`src/sv/sptc_pkg.sv`:
```
// Shared constants, types and register codes for the six-point texture code block.
package sptc_pkg;

   // Geometry of the window and the line stores.
   localparam int MAX_WIDTH_DEF = 2048;
   localparam int WINDOW_RADIUS = 2;
   localparam int WIN           = 2 * WINDOW_RADIUS + 1;
   localparam int LINES         = WIN - 1;
   localparam int EDGE_MIN      = 2 * WINDOW_RADIUS;

   // Field widths.
   localparam int CH_W   = 8;
   localparam int NUM_CH = 3;
   localparam int PIX_W  = CH_W * NUM_CH;
   localparam int CODE_W = 6;
   localparam int POS_W  = 11;
   localparam int CFG_W  = 12;
   localparam int HYST_W = 8;

   // Output queue.
   localparam int OUT_DEPTH = 4;
   localparam int OUT_PTR_W = $clog2(OUT_DEPTH);

   // Register port.
   localparam int CSR_ADDR_W = 4;
   localparam int CSR_DATA_W = 32;

   typedef logic [1:0] reg_index_type;
   localparam reg_index_type REG_IMAGE_WIDTH  = 2'd0;
   localparam reg_index_type REG_IMAGE_HEIGHT = 2'd1;
   localparam reg_index_type REG_HYSTERESIS   = 2'd2;

   localparam logic [CFG_W-1:0]  WIDTH_RESET  = 12'd640;
   localparam logic [CFG_W-1:0]  HEIGHT_RESET = 12'd480;
   localparam logic [HYST_W-1:0] HYST_RESET   = 8'd3;
   localparam logic [CFG_W-1:0]  ROW_LIMIT    = 12'd2048;

   // Neighbor positions in the window, in code bit order.
   localparam int NB_ROW [CODE_W] = '{0, 1, 1, 3, 3, 4};
   localparam int NB_COL [CODE_W] = '{2, 0, 4, 0, 4, 2};

   typedef logic [PIX_W-1:0]            pixel_type;
   typedef pixel_type [WIN-1:0]         win_row_type;
   typedef logic [CH_W-1:0]             sample_type;
   typedef sample_type [CODE_W-1:0]     nb_set_type;

   // Per-cycle controls handed to each cell of the chain.
   typedef struct packed {
      logic rd_en;
      logic wr_en;
      logic shift_en;
   } cell_ctl_type;

   typedef struct packed {
      logic             code_valid;
      logic [POS_W-1:0] col;
      logic [POS_W-1:0] row;
   } centre_type;

   typedef struct packed {
      centre_type                       pos;
      logic [NUM_CH-1:0][CODE_W-1:0]    codes;
   } result_type;

endpackage

```
`src/sv/sptc_code.sv`:
```
// Six-bit texture code of one channel from the centre and its six neighbors.
module sptc_code (
   input  logic [sptc_pkg::HYST_W-1:0] hysteresis,
   input  sptc_pkg::sample_type        centre,
   input  sptc_pkg::nb_set_type        neighbors,
   output logic [sptc_pkg::CODE_W-1:0] code
);

   logic [sptc_pkg::CH_W:0] lhs;

   // Centre minus neighbor plus hysteresis is non-negative exactly when
   // centre plus hysteresis reaches the neighbor.
   always_comb begin
      lhs = {1'b0, centre} + {1'b0, hysteresis};
      for (int b = 0; b < sptc_pkg::CODE_W; b++) begin
         code[b] = lhs >= {1'b0, neighbors[b]};
      end
   end

endmodule

```
`config.mk`:
```
export PLATFORM = sky130hd
export DESIGN_NAME = sptc_code
export DESIGN_NICKNAME = d
export VERILOG_FILES = /design/src/sv/sptc_pkg.sv /design/src/sv/sptc_code.sv
export SDC_FILE = /design/constraint.sdc
export NUM_CORES = 1
export LEC_CHECK = 0
export BUFFER_PORTS_ARGS = -buffer_cell sky130_fd_sc_hd__buf_2
export CORE_UTILIZATION = 50
export DETAILED_ROUTE_END_ITERATION = 8
export PLACE_DENSITY = 0.88
export SLEW_MARGIN = 15
export SYNTH_ARGS = -nofsm -noshare
export SYNTH_HDL_FRONTEND = slang
export SYNTH_SLANG_ARGS = --single-unit
```
`constraint.sdc`:
```
create_clock -name vclk -period 4.65
set_input_delay 0.6975 -clock vclk [all_inputs]
set_output_delay 0.6975 -clock vclk [all_outputs]
set_load 0.01 [all_outputs]
```
==> results.json <==
{
  "synth_top_area_cell": "ha_1",
  "whs_ps": 1870,
  "firstDrtPassIters": 6,
  "setup_tns_ps": 0,
  "via_per_inst": 5.21,
  "status": "finished, violations left",
  "drive_above_1_share_pct": 29.0,
  "grt_max_degree": 7,
  "die_w_microns": 57.4,
  "place_hpwl_microns": 3140,
  "final_antenna_net_count": 0,
  "grt_overflow": 0,
  "power.density_nw_per_um2": 179,
  "hold_path.class": "input port to output port",
  "min_to": "code[3]",
  "avgRoutedWirePerCell_microns": 11.7,
  "drtIter0Drc": 44,
  "drc": 4,
  "p_comb_share_pct": 100.0,
  "wl_microns": 3590,
  "required_ps": 3950,
  "synth.top_cells.by_count": "ha_1 (56), inv_1 (48), nand4_1 (11), nor2_1 (11), o21a_1 (9)",
  "clock_buffers": 0,
  "ios": 70,
  "setup_ws_ps": 510,
  "area_delta_synth_final_pct": 26.3,
  "synth_area_leaders": "ha_1 (46%), inv_1 (12%), nand4_1 (4.5%), o21a_1 (4.4%), o211ai_1 (2.9%)",
  "yosys_warnings": 0,
  "grt_first_pass_wirelength_microns": 5950,
  "synth_top_area_share_pct": 45.6,
  "cp_max_fo": 6,
  "violations": "DRC",
  "synth_fp_nets": 325,
  "core_area_sq_um": 2830,
  "cpPeakStageDelay_ps": 490,
  "yosysMostFrequentCell": "ha_1",
  "finalHoldViolations": 0,
  "vdd_ir_drop_max_mv": 0.103,
  "n_fill_cell": 231,
  "crit_slowest_cell": "or4b_1",
  "maxCapViolCount": 0,
  "globalRouteMet1Util_pct": 28.5,
  "die-area_sq_um": 3300,
  "worstPathArrival_ps": 3440,
  "endpoint_kind": "output port",
  "switching_share_pct": 52.7,
  "max_clock_freq_ghz": 0.242,
  "syn-cell-area_sq_um": 1540,
  "p_clk_share_pct": 0,
  "holdCritStartpoint": "neighbors[31]",
  "initial_core_util_pct": 54.3,
  "syn_inst": 204,
  "use_met3_pct": 0.454,
  "power_mw": 0.346,
  "seqPwrFrac_pct": 0,
  "hold_buffers": 0,
  "avgSynthCellArea_sq_um": 7.53,
  "intPower_mw": 0.164,
  "num_rows": 19,
  "slew_violations": 0,
  "seq_cells": 0,
  "antenna_found_initial": 0,
  "startpoint_type": "input port",
  "io_buffers": 70,
  "die_h_microns": 57.4,
  "holdPathStages": 5,
  "rsz0062_at_grt": "no",
  "vias": 1601,
  "ys_types": 29,
  "place_ws_ps": 522,
  "crit_type": "input port to output port",
  "fin_crit_sh_pct": 89.0,
  "busiest_layer": "met2",
  "diodes": 0,
  "p_switching_mw": 0.183,
  "critical_path.cell_chain": "buf_2 > ha_1 > and3_1 > a21oi_1 > nand2_1 > nor2_1 > xnor2_1 > ha_1 > o21a_1 > o21ai_0 > a31oi_1 > or4b_1 > buf_2",
  "place.gp.congestion": 0.801,
  "setup_viol": 0,
  "cts_setup_buffers": 0,
  "first_global_vias": 1463,
  "yosysSeqAreaShare_pct": 0,
  "leakage_nw": 1.17,
  "grt_util_all_layers_pct": 22.2,
  "post_cts_resized": 0,
  "met2_usage_pct": 43.2,
  "relSlewSlack_pct": 52.2,
  "register_area_sq_um": 0,
  "nNetsFinal": 399,
  "tightestPinTransition_ps": 712,
  "min_period_ps": 4140
}
## stage by stage
step                util, %  cell area, sq um  instances
floorplan                 -              1540        204
global placement       68.6              1940        307
detailed placement     68.6              1940        307
CTS                    68.6              1940        307
global route           68.6              1940        307
finish                 68.6              1940        307
## area by class of cell
cell class	instances	area, sq um	share of cell area [%]
Inverter	48	180	9.29
Tap cell	31	38.8	2.00
Timing Repair Buffer	72	365	18.8
Multi-Input combinational cell	156	1360	69.9
## kinds of logic (layout without fill, tap and decap cells)
group / Yosys count / after routing / share of synthesized area (%)
AO/OA/AOI/OAI: 47 / 47 / 21.6
XOR/XNOR: 6 / 6 / 3.42
adder cells (fa/ha/maj): 57 / 57 / 46.9
buffers and inverters: 48 / 120 / 11.7
AND/OR/NAND/NOR: 46 / 46 / 16.3
## how the worst max path moves through the flow
stage | startpoint | to | slack (ps) | depth (start not counted)
after detailed placement | hysteresis[3] | code[3] | 520 | 13
after floorplan | hysteresis[0] | code[3] | 750 | 12
after CTS | hysteresis[3] | code[3] | 520 | 13
after global placement | hysteresis[3] | code[3] | 610 | 13
final | hysteresis[3] | code[3] | 510 | 13
after global routing | hysteresis[3] | code[3] | 340 | 13
## metal layers
| layer | wire, microns | up-vias |
|---|---|---|
| li1 | - | 866 |
| met5 | 0 | - |
| met1 | 1690 | 691 |
| met4 | 0 | 0 |
| met2 | 1740 | 44 |
| met3 | 160 | 0 |
## layout by cell type (no fill, tap or decap), types with 3 or more instances in the layout
cell,count
nand2_1,7
nor2_1,11
o21a_1,9
o211ai_1,6
inv_1,48
a31o_2,3
o21ai_0,7
xnor2_1,4
buf_2,70
a211oi_1,5
a21o_1,3
nand4_1,11
nor2b_1,5
nand3_1,5
a21oi_1,8
ha_1,56
## power by group through the flow
stage          Sequential, mW  Clock (mW)  Combinational (mW)
4_1_cts                     0           0               0.347
5_1_grt                     0           0               0.396
3_3_place_gp                0           0               0.333
3_5_place_dp                0           0               0.344
6_report                    0           0               0.346
2_1_floorplan               0           0               0.239
## critical path: cells and delay by family
family	cells	cell delay, ps
buffers and inverters	2	260
XOR/XNOR	1	330
AO/OA/AOI/OAI	4	560
adder cells (fa/ha/maj)	2	720
AND/OR/NAND/NOR	4	880
(Power assumes the default switching activity.)
